`src/design/pli_pkg.sv`:
```
// Shared types, codes and constants of the piecewise linear interpolator.
package pli_pkg;

    localparam int MAX_ENTRIES_DEF = 64;
    localparam int VALUE_BITS_DEF  = 32;

    // Fixed field widths of the stream channels.
    localparam int IDX_W      = 6;
    localparam int FIELD_W    = 32;
    localparam int CNT_CFG_W  = 7;
    localparam int REGION_W   = 2;
    localparam int S_TDATA_W  = 72;
    localparam int S_TUSER_W  = 1;
    localparam int M_TDATA_W  = 32;
    localparam int M_TUSER_W  = 4;

    localparam logic CMD_LOAD  = 1'b0;
    localparam logic CMD_QUERY = 1'b1;

    localparam logic [REGION_W-1:0] REGION_BELOW  = 2'd0;
    localparam logic [REGION_W-1:0] REGION_INSIDE = 2'd1;
    localparam logic [REGION_W-1:0] REGION_ABOVE  = 2'd2;

    // Table read address selection.
    localparam logic [2:0] RD_ZERO  = 3'd0;
    localparam logic [2:0] RD_LAST  = 3'd1;
    localparam logic [2:0] RD_P     = 3'd2;
    localparam logic [2:0] RD_P1    = 3'd3;
    localparam logic [2:0] RD_BASE  = 3'd4;
    localparam logic [2:0] RD_OTHER = 3'd5;

    typedef struct packed {
        logic                load_wr;
        logic                latch_x;
        logic                cap_first;
        logic [2:0]          rd_sel;
        logic                set_region;
        logic [REGION_W-1:0] region;
        logic                p_init;
        logic                p_inc;
        logic                p_dec;
        logic                prep;
        logic                mul_step;
        logic                div_init;
        logic                div_step;
        logic                out_load;
    } pli_cmd_t;

    typedef struct packed {
        logic x_le_first;
        logic x_lt_rd;
        logic x_gt_rd;
        logic p_lt_top;
        logic p_gt0;
        logic step_at_w;
        logic step_at_wm1;
        logic out_free;
    } pli_status_t;

endpackage

```
`src/design/pli_ctrl.sv`:
```
// Sequencer for table load, segment search, multiply and divide of one query.
module pli_ctrl #(
    parameter int VALUE_BITS = pli_pkg::VALUE_BITS_DEF
) (
    input  logic                 aclk,
    input  logic                 aresetn,
    input  logic                 in_valid,
    input  logic                 in_command,
    output logic                 in_ready,
    input  pli_pkg::pli_status_t status,
    output pli_pkg::pli_cmd_t    cmd
);

    localparam logic [3:0] ST_IDLE     = 4'd0;
    localparam logic [3:0] ST_RD_FIRST = 4'd1;
    localparam logic [3:0] ST_CLASSIFY = 4'd2;
    localparam logic [3:0] ST_UP       = 4'd3;
    localparam logic [3:0] ST_UP_CHK   = 4'd4;
    localparam logic [3:0] ST_DN       = 4'd5;
    localparam logic [3:0] ST_DN_CHK   = 4'd6;
    localparam logic [3:0] ST_SEG_A    = 4'd7;
    localparam logic [3:0] ST_SEG_B    = 4'd8;
    localparam logic [3:0] ST_SEG_C    = 4'd9;
    localparam logic [3:0] ST_MUL      = 4'd10;
    localparam logic [3:0] ST_DIV_INIT = 4'd11;
    localparam logic [3:0] ST_DIV      = 4'd12;
    localparam logic [3:0] ST_DONE     = 4'd13;

    logic [3:0] state_reg;
    logic [3:0] state_next;

    assign in_ready = (state_reg == ST_IDLE);

    always_comb begin
        state_next = state_reg;
        cmd        = '0;
        cmd.rd_sel = pli_pkg::RD_ZERO;
        cmd.region = pli_pkg::REGION_INSIDE;
        case (state_reg)
            ST_IDLE: begin
                // Entry zero is read every idle cycle so that it is ready next.
                if (in_valid) begin
                    if (in_command == pli_pkg::CMD_LOAD) begin
                        cmd.load_wr = 1'b1;
                    end else begin
                        cmd.latch_x = 1'b1;
                        state_next  = ST_RD_FIRST;
                    end
                end
            end
            ST_RD_FIRST: begin
                cmd.cap_first = 1'b1;
                cmd.rd_sel    = pli_pkg::RD_LAST;
                state_next    = ST_CLASSIFY;
            end
            ST_CLASSIFY: begin
                if (status.x_le_first) begin
                    cmd.set_region = 1'b1;
                    cmd.region     = pli_pkg::REGION_BELOW;
                    state_next     = ST_SEG_A;
                end else if (!status.x_lt_rd) begin
                    cmd.set_region = 1'b1;
                    cmd.region     = pli_pkg::REGION_ABOVE;
                    state_next     = ST_SEG_A;
                end else begin
                    cmd.p_init = 1'b1;
                    state_next = ST_UP;
                end
            end
            ST_UP: begin
                if (status.p_lt_top) begin
                    cmd.rd_sel = pli_pkg::RD_P1;
                    state_next = ST_UP_CHK;
                end else begin
                    state_next = ST_DN;
                end
            end
            ST_UP_CHK: begin
                if (status.x_gt_rd) begin
                    cmd.p_inc  = 1'b1;
                    state_next = ST_UP;
                end else begin
                    state_next = ST_DN;
                end
            end
            ST_DN: begin
                if (status.p_gt0) begin
                    cmd.rd_sel = pli_pkg::RD_P;
                    state_next = ST_DN_CHK;
                end else begin
                    cmd.set_region = 1'b1;
                    state_next     = ST_SEG_A;
                end
            end
            ST_DN_CHK: begin
                if (status.x_lt_rd) begin
                    cmd.p_dec  = 1'b1;
                    state_next = ST_DN;
                end else begin
                    cmd.set_region = 1'b1;
                    state_next     = ST_SEG_A;
                end
            end
            ST_SEG_A: begin
                cmd.rd_sel = pli_pkg::RD_BASE;
                state_next = ST_SEG_B;
            end
            ST_SEG_B: begin
                cmd.rd_sel = pli_pkg::RD_OTHER;
                state_next = ST_SEG_C;
            end
            ST_SEG_C: begin
                cmd.prep   = 1'b1;
                state_next = ST_MUL;
            end
            ST_MUL: begin
                cmd.mul_step = 1'b1;
                if (status.step_at_w) begin
                    state_next = ST_DIV_INIT;
                end
            end
            ST_DIV_INIT: begin
                cmd.div_init = 1'b1;
                state_next   = ST_DIV;
            end
            ST_DIV: begin
                cmd.div_step = 1'b1;
                if (status.step_at_wm1) begin
                    state_next = ST_DONE;
                end
            end
            ST_DONE: begin
                if (status.out_free) begin
                    cmd.out_load = 1'b1;
                    state_next   = ST_IDLE;
                end
            end
            default: begin
                state_next = ST_IDLE;
            end
        endcase
    end

    always_ff @(posedge aclk) begin
        if (!aresetn) begin
            state_reg <= ST_IDLE;
        end else begin
            state_reg <= state_next;
        end
    end

endmodule

```
`config.mk`:
```
export PLATFORM = sky130hd
export DESIGN_NAME = pli_ctrl
export DESIGN_NICKNAME = d
export VERILOG_FILES = /design/src/design/pli_pkg.sv /design/src/design/pli_ctrl.sv
export SDC_FILE = /design/constraint.sdc
export NUM_CORES = 1
export LEC_CHECK = 0
export BUFFER_PORTS_ARGS = -buffer_cell sky130_fd_sc_hd__buf_4
export CAP_MARGIN = 10
export CORE_AREA = 4 4 41 43
export DETAILED_ROUTE_END_ITERATION = 8
export DIE_AREA = 0 0 45 47
export PLACE_DENSITY = 0.74
export SLEW_MARGIN = 10
export SYNTH_ARGS = -nofsm -noshare
export SYNTH_HDL_FRONTEND = slang
export SYNTH_SLANG_ARGS = --single-unit
export TNS_END_PERCENT = 1
```
`constraint.sdc`:
```
create_clock -name aclk -period 1.7 [get_ports aclk]
set_input_delay 0.085 -clock aclk [delete_from_list [all_inputs] [get_ports aclk]]
set_output_delay 0.085 -clock aclk [all_outputs]
set_load 0.01 [all_outputs]
```
==> results of run 1 <==
cell usage after synthesis, drive strengths merged:
| library cell | count | share of area |
|---|---|---|
| a211o | 1 | 0.016 |
| a21bo | 1 | 0.019 |
| a21boi | 1 | 0.014 |
| a21oi | 7 | 0.065 |
| and2b | 1 | 0.014 |
| and3 | 1 | 0.012 |
| buf | 7 | 0.11 |
| dfxtp | 4 | 0.15 |
| inv | 2 | 0.014 |
| nand2 | 9 | 0.062 |
| nand2b | 3 | 0.035 |
| nand3 | 4 | 0.037 |
| nand3b | 2 | 0.028 |
| nand4 | 1 | 0.012 |
| nand4b | 1 | 0.016 |
| nor2 | 11 | 0.076 |
| nor2b | 1 | 0.012 |
| nor3 | 5 | 0.046 |
| nor3b | 3 | 0.051 |
| nor4 | 1 | 0.039 |
| nor4b | 2 | 0.044 |
| o2111a | 1 | 0.021 |
| o21a | 1 | 0.014 |
| o21ai | 4 | 0.037 |
| o221a | 1 | 0.021 |
| o22ai | 1 | 0.012 |
| o2bb2ai | 1 | 0.016 |
| o31ai | 1 | 0.014 |
power breakdown:
| part | switching (W) | internal [W] |
|---|---|---|
| combinational | 0.000174 | 0.000202 |
| clock | 0.0000365 | 0.0000787 |
| sequential | 0.0000738 | 0.000115 |
| total | 0.000285 | 0.000396 |
final timing paths:
check | start | endpoint | slack, ns | depth (start not counted)
setup / recovery | state_reg[3] | cmd[13] | 0.13 | 4
hold / removal | aresetn | state_reg[2] | 0.10 | 2
setup reg to reg | state_reg[3] | state_reg[0] | 0.28 | 4
hold reg to reg | state_reg[0] | state_reg[0] | 0.65 | 2
metrics by stage:
step	instance area [µm²]	total power [W]
CTS	764	0.000683
global placement	742	0.000559
finish	767	0.000681
detailed placement	742	0.000564
global route	767	0.000742
floorplan	541	0.000448
area by class of cell:
type                    count  share of cell area
flip-flops and latches      4               0.108
well taps                  15              0.0245
clock buffers               3              0.0294
repair buffers             32               0.313
inverters                   2             0.00979
multi-input cells          65               0.515
kinds of logic after synthesis:
logic type / count (synthesis) / share of synthesized area
AOI/OAI and AO/OA: 20 / 0.248
buffers and inverters: 9 / 0.120
DFF: 4 / 0.148
and+or+nand+nor: 45 / 0.484
metal layers:
layer,part of all wire,GRT usage,up-vias
met1,0.42,0.180,303
met3,0.058,0.0575,0
li1,-,-,343
met4,0,0.0175,0
met5,0,0,-
met2,0.53,0.237,15
critical path, stage by stage (launching register included):
cell,delay [ns]
dfxtp_1,0.62
and2b_1,0.27
nand3_1,0.12
o31ai_1,0.08
buf_4,0.15
repair_timing:
action,CTS,global route
gates resized for setup,0,2
setup endpoints to repair,0,7
hold endpoints to repair,0,0
==> impl_metrics.tcl, run 1 <==
set metrics [dict create \
    status "complete, no violations" \
    drcViolationCount 0 \
    syn-cell-area_um2 541 \
    pre_cts_ws_ns 0.264 \
    final_max_slew_viol_count 0 \
    utilization 0.589 \
    fmax_mhz 639 \
    ios 30 \
    drt_iter0_drc 18 \
    ir_drop_mv 0.553 \
    cts_buffers 3 \
    nFillCells 135 \
    largest_reg_flops 4 \
    yosysUniqueCellTypes 32 \
    final_cell_mix "buf_4 (32), nor2_1 (11), nand2_1 (9)" \
    slew_headroom 0.671 \
    grt_max_degree 19 \
    drtPass1Iterations 4 \
    rows 13 \
    grtUsageTotal 0.143 \
    cts_hold_buf 0 \
    initial_core_util 0.415 \
    seq_area_frac_synth 0.148 \
    die_area_um2 2120 \
    n_antenna_cell 0 \
    clk-insertion-delay-late_ns 0.24 \
    p_per_area_nw_per_um2 888 \
    hold_viol 0 \
    grt_overflow_total 0 \
    port_buffers 29 \
    vias 661 \
    path_class "reg -> out" \
    syn-num-nets 90 \
    setup_tns_ns 0 \
    dieWidth_um 45 \
    area_growth_pct 41.9 \
    syn_inst 78 \
    tightest_slew_ns 0.493 \
    crit_path_max_fanout 13 \
    cts_setup_buffers 0 \
    startpoint_type "flip-flop" \
    routed_wirelength_um 1490 \
    cts_sinks 4 \
    cts_tree "built" \
    rsz0062_at_grt "false" \
    hp-class "in -> reg" \
    via_per_inst 5.46 \
    ff_latch_area_um2 82.6 \
    hpwl_um 1130 \
    drv_cap 0 \
    wl_per_cell_um 12.3 \
    leakagePower_nw 0.336 \
    final_common_cell "buf_4" \
    clk_pin_slew_ns 0.04 \
    multiInputGateArea_um2 395 \
    crit_required_ns 1.62 \
    dp_cells 118 \
    avgSynthCellArea_um2 6.93 \
    dieHeight_um 47 \
    core_um2 1300 \
    timing.hold.ws_ns 0.101 \
    antenna_left 0 \
    routabilityCongestion 0.747 \
    layout-drive-gt1-share 0.387 \
    grt_pass1_vias 519 \
    fin_nets 120 \
    yosysWarnings 0 \
    ys_seq_elements 4 \
    clock_skew_ns 0.00458 \
    htreeDepth 1 \
    ctsRootBufferMaster "clkbuf_4" \
    period_share 0.921 \
    crit_arrival_ns 1.48 \
    layout_min_cycle_time_ns 1.57 \
    grt_antenna_before_repair 0 \
    setup_viol 0 \
    grt_pass1_wl_um 2230 \
    fin_cells 121 \
    cp-end-kind "output port" \
    clockBufferDepth 2 \
    setup_slack_ns 0.134 \
]
No activity file was read; power rests on OpenSTA's default activity.
==> run 2, diff against run 1 <==
PLACE_DENSITY = 0.75   (was 0.74)
==> impl_metrics.tcl, run 2 (synthesis results as in run 1) <==
set metrics [dict create \
    status "complete, no violations" \
    critPathMaxStageDelay_ns 0.61 \
    initial_core_util 0.415 \
    clk-insertion-delay-late_ns 0.24 \
    pwr-share-comb 0.613 \
    via_per_inst 5.33 \
    crit_required_ns 1.62 \
    path_class "reg -> out" \
    timing.hold.ws_ns 0.0874 \
    cp_cell_sequence "nand2b_1, o31ai_1, buf_4" \
    r2r-end "state_reg[0]" \
    clk_pin_slew_ns 0.04 \
    worstHoldStart "aresetn" \
    area_growth_pct 45.4 \
    grt_pass1_wl_um 2170 \
    dieHeight_um 47 \
    drtPass1Iterations 4 \
    die_area_um2 2120 \
    grt_overflow_total 0 \
    ctsRootBufferMaster "clkbuf_4" \
    rows 13 \
    fin_cells 122 \
    r2r_cells 4 \
    drv_cap 0 \
    fmax_mhz 647 \
    hp-class "in -> reg" \
    grt_pass1_vias 503 \
    ir_drop_mv 0.608 \
    r2r_start "state_reg[3]" \
    vias 650 \
    final_common_cell "buf_4" \
    rsz0062_at_grt "false" \
    antenna_left 0 \
    setup_tns_ns 0 \
    dp_cells 119 \
    leakagePower_nw 0.345 \
    ios 30 \
    switching_share 0.413 \
    crit_path_max_fanout 13 \
    hpwl_um 1110 \
    p_int_w 0.000419 \
    hold_end "state_reg[2]" \
    period_share 0.910 \
    hold_depth 2 \
    cts_sinks 4 \
    crit_slowest_cell "dfxtp_1" \
    power_w 0.000713 \
    grtUsageTotal 0.140 \
    grt_max_degree 19 \
    placed_area_um2 762 \
    startpoint_type "flip-flop" \
    htreeDepth 1 \
    design_area_um2 786 \
    dieWidth_um 45 \
    reg2reg_setup_slack_ns 0.30 \
    cts_tree "built" \
    p_switching_w 0.000295 \
    clock_skew_ns 0.00535 \
    n_antenna_cell 0 \
    p_per_area_nw_per_um2 908 \
    p_seq_frac 0.217 \
    setup_viol 0 \
    clockBufferDepth 2 \
    crit_arrival_ns 1.46 \
    final_cell_mix "buf_4 (32), nor2_1 (11), nand2_1 (9)" \
    final_max_slew_viol_count 0 \
    tightest_slew_ns 0.481 \
    routed_wirelength_um 1460 \
    slew_headroom 0.679 \
    layout_min_cycle_time_ns 1.55 \
    wl_per_cell_um 11.9 \
    nFillCells 129 \
    core_um2 1300 \
    cts_buffers 3 \
    largest_reg_flops 4 \
    drcViolationCount 0 \
    layout-drive-gt1-share 0.383 \
    port_buffers 29 \
    hold_viol 0 \
    fin_nets 121 \
    power_frac_clock 0.170 \
    cp-end-kind "output port" \
    drt_iter0_drc 13 \
    routabilityCongestion 0.755 \
    grt_antenna_before_repair 0 \
]
==> run 2: changes by cell type in the layout (fill, tap and decap cells not counted) <==
cell / change
dfxtp_1: +1
buf_12: +1
dfxtp_2: -1
==> run 2: repair_timing <==
item,4_1_cts,5_1_grt
gates resized for setup,0,1
setup endpoints to repair,0,1
setup buffers,0,0
hold buffers,0,0
==> run 2: layout make-up <==
cell class	instances	area, µm²	area share
clock buffer	3	22.5	0.0287
timing repair buffer	33	260	0.331
multi-input combinational	65	395	0.503
tap	15	18.8	0.0239
sequential	4	81.3	0.104
inverter	2	7.51	0.00955
==> run 2: metrics by stage <==
| stage | setup WS, ns | util |
|---|---|---|
| 2_1_floorplan | 0.455 | - |
| 3_3_place_gp | 0.346 | 0.586 |
| 3_5_place_dp | 0.300 | 0.586 |
| 4_1_cts | 0.107 | 0.603 |
| 5_1_grt | 0.0539 | 0.604 |
| 6_report | 0.153 | 0.604 |
==> run 2: how the worst max path moves through the flow <==
stage	startpoint	to	slack [ns]	cells after the start
after global routing	state_reg[3]	cmd[13]	0.05	3
after floorplan	state_reg[2]	cmd[6]	0.45	4
after detailed placement	state_reg[3]	state_reg[0]	0.30	4
final	state_reg[3]	cmd[13]	0.15	3
after CTS	state_reg[1]	cmd[10]	0.11	5
after global placement	state_reg[3]	state_reg[0]	0.35	4
==> run 2: power groups by stage <==
stage	Combinational (W)	Sequential (W)	Clock (W)
global route	0.000474	0.000159	0.000135
CTS	0.000440	0.000153	0.000124
global placement	0.000435	0.000153	0
detailed placement	0.000439	0.000154	0
finish	0.000437	0.000155	0.000121
floorplan	0.000312	0.000136	0
==> run 2: routing by layer <==
metal	GRT usage	wire length, µm
met4	0.0526	9
met2	0.209	676
met1	0.187	664
met5	0	0
met3	0.0460	106
==> run 2: critical path: cells and delay by family, from the launching register on <==
family | cells | cell delay [ns]
simple gates | 1 | 0.21
flops | 1 | 0.61
compound gates | 1 | 0.24
buf+inv | 1 | 0.16
==> run 3, diff against run 2 <==
CORE_AREA = unset   (was 4 4 41 43)
CORE_MARGIN = 4   (was unset)
CORE_UTILIZATION = 40   (was unset)
DIE_AREA = unset   (was 0 0 45 47)
PLACE_DENSITY = 0.74   (was 0.75)
clock period = 1.95 ns   (was 1.7 ns; I/O delays follow)
==> impl_metrics.tcl, run 3 (synthesis results as in run 1) <==
set metrics [dict create \
    status "complete, no violations" \
    routabilityCongestion 0.784 \
    grt_pass1_vias 542 \
    wl_per_cell_um 12.2 \
    core_um2 1190 \
    drcViolationCount 0 \
    n_antenna_cell 0 \
    grtUsageMet2 0.252 \
    dieHeight_um 44.8 \
    setup_viol 0 \
    busiest_layer "met2" \
    hold_depth 2 \
    vias 673 \
    final_common_cell "buf_4" \
    setup_tns_ns 0 \
    power_w 0.000590 \
    final_max_slew_viol_count 0 \
    drtPass1Iterations 4 \
    postCtsResizedCells 0 \
    antenna_left 0 \
    area_growth_pct 41.2 \
    cp-startpoint "state_reg[0]" \
    largest_reg_flops 4 \
    grt_antenna_before_repair 0 \
    crit_arrival_ns 1.69 \
    rows 12 \
    utilization 0.643 \
    layout_min_cycle_time_ns 1.79 \
    grtUsageTotal 0.152 \
    fmax_mhz 560 \
    routed_wirelength_um 1470 \
    cts_sinks 4 \
    nFillCells 120 \
    clk_pin_slew_ns 0.04 \
    ir_drop_mv 0.660 \
    crit_path_max_fanout 24 \
    cts_setup_buffers 0 \
    r2r_cells 4 \
    crit_required_ns 1.85 \
    placed_area_um2 741 \
    cp-end-kind "output port" \
    fin_nets 120 \
    grtUsageMet3 0.0398 \
    grt_overflow_total 0 \
    fin_cells 120 \
    drt_iter0_drc 17 \
    dieWidth_um 44.8 \
    slew_headroom 0.467 \
    drv_cap 0 \
    dp_cells 117 \
    design_area_um2 763 \
    clockBufferDepth 2 \
    clk-insertion-delay-late_ns 0.23 \
    ios 30 \
    period_share 0.916 \
    grt_pass1_wl_um 2310 \
    worstHoldStart "aresetn" \
    layout-drive-gt1-share 0.368 \
    die_area_um2 2000 \
    cts_buffers 3 \
    via_per_inst 5.61 \
    ctsRootBufferMaster "clkbuf_4" \
    htreeDepth 1 \
    p_per_area_nw_per_um2 773 \
    globalRouteMet1Util 0.181 \
    cts_tree "built" \
    r2r_start "state_reg[0]" \
    rsz0062_at_grt "false" \
    port_buffers 29 \
    hold_viol 0 \
    clock_skew_ns 0.000611 \
    cts_hold_buf 0 \
    final_cell_mix "buf_4 (32), nor2_1 (11), nand2_1 (9)" \
    tightest_slew_ns 0.799 \
    startpoint_type "flip-flop" \
    hp-class "in -> reg" \
    initial_core_util 0.456 \
    path_class "reg -> out" \
    grt_max_degree 25 \
    hpwl_um 1150 \
    leakagePower_nw 0.336 \
]
[run 3: cell types whose count changed in the layout (fill, tap and decap cells not counted), sizes merged]
cell,before,now
buf,33,32
[run 3: final timing paths]
| kind | to | slack (ns) |
|---|---|---|
| worst min-delay path | state_reg[2] | 0.1 |
| worst max-delay path | cmd[13] | 0.16 |
| worst min register to register | state_reg[3] | 0.66 |
| worst max register to register | state_reg[0] | 0.37 |
[run 3: through the flow]
stage          hold slack (ns)  setup WS [ns]
2_1_floorplan            0.215          0.692
4_1_cts                 0.0929          0.144
6_report                0.0977          0.163
3_3_place_gp             0.337          0.435
3_5_place_dp             0.341          0.380
5_1_grt                  0.102         0.0203
[run 3: routing by layer]
layer	vias up	share of wire	wire length [µm]
met1	308	0.43	635
met3	2	0.070	103
li1	343	-	-
met2	20	0.49	717
met5	-	0	0
met4	0	0.0082	12
[run 3: cell type report]
type | instances | area (µm²) | share of cell area
clock buffer | 3 | 22.5 | 0.0295
sequential | 4 | 80.1 | 0.105
timing repair buffer | 32 | 240 | 0.315
inverter | 2 | 7.51 | 0.00984
multi-input combinational | 65 | 395 | 0.518
tap | 14 | 17.5 | 0.0230
[run 3: power by group]
part	internal, W	switching (W)
Combinational	0.000177	0.000155
Clock	0.0000688	0.0000329
Sequential	0.0000978	0.0000586
[run 3: worst max-delay path, cell delays in order, from the launching register on]
cell     delay, ns
dfxtp_1       0.83
and2b_1       0.26
nand3_1       0.11
o31ai_1       0.09
buf_4         0.16
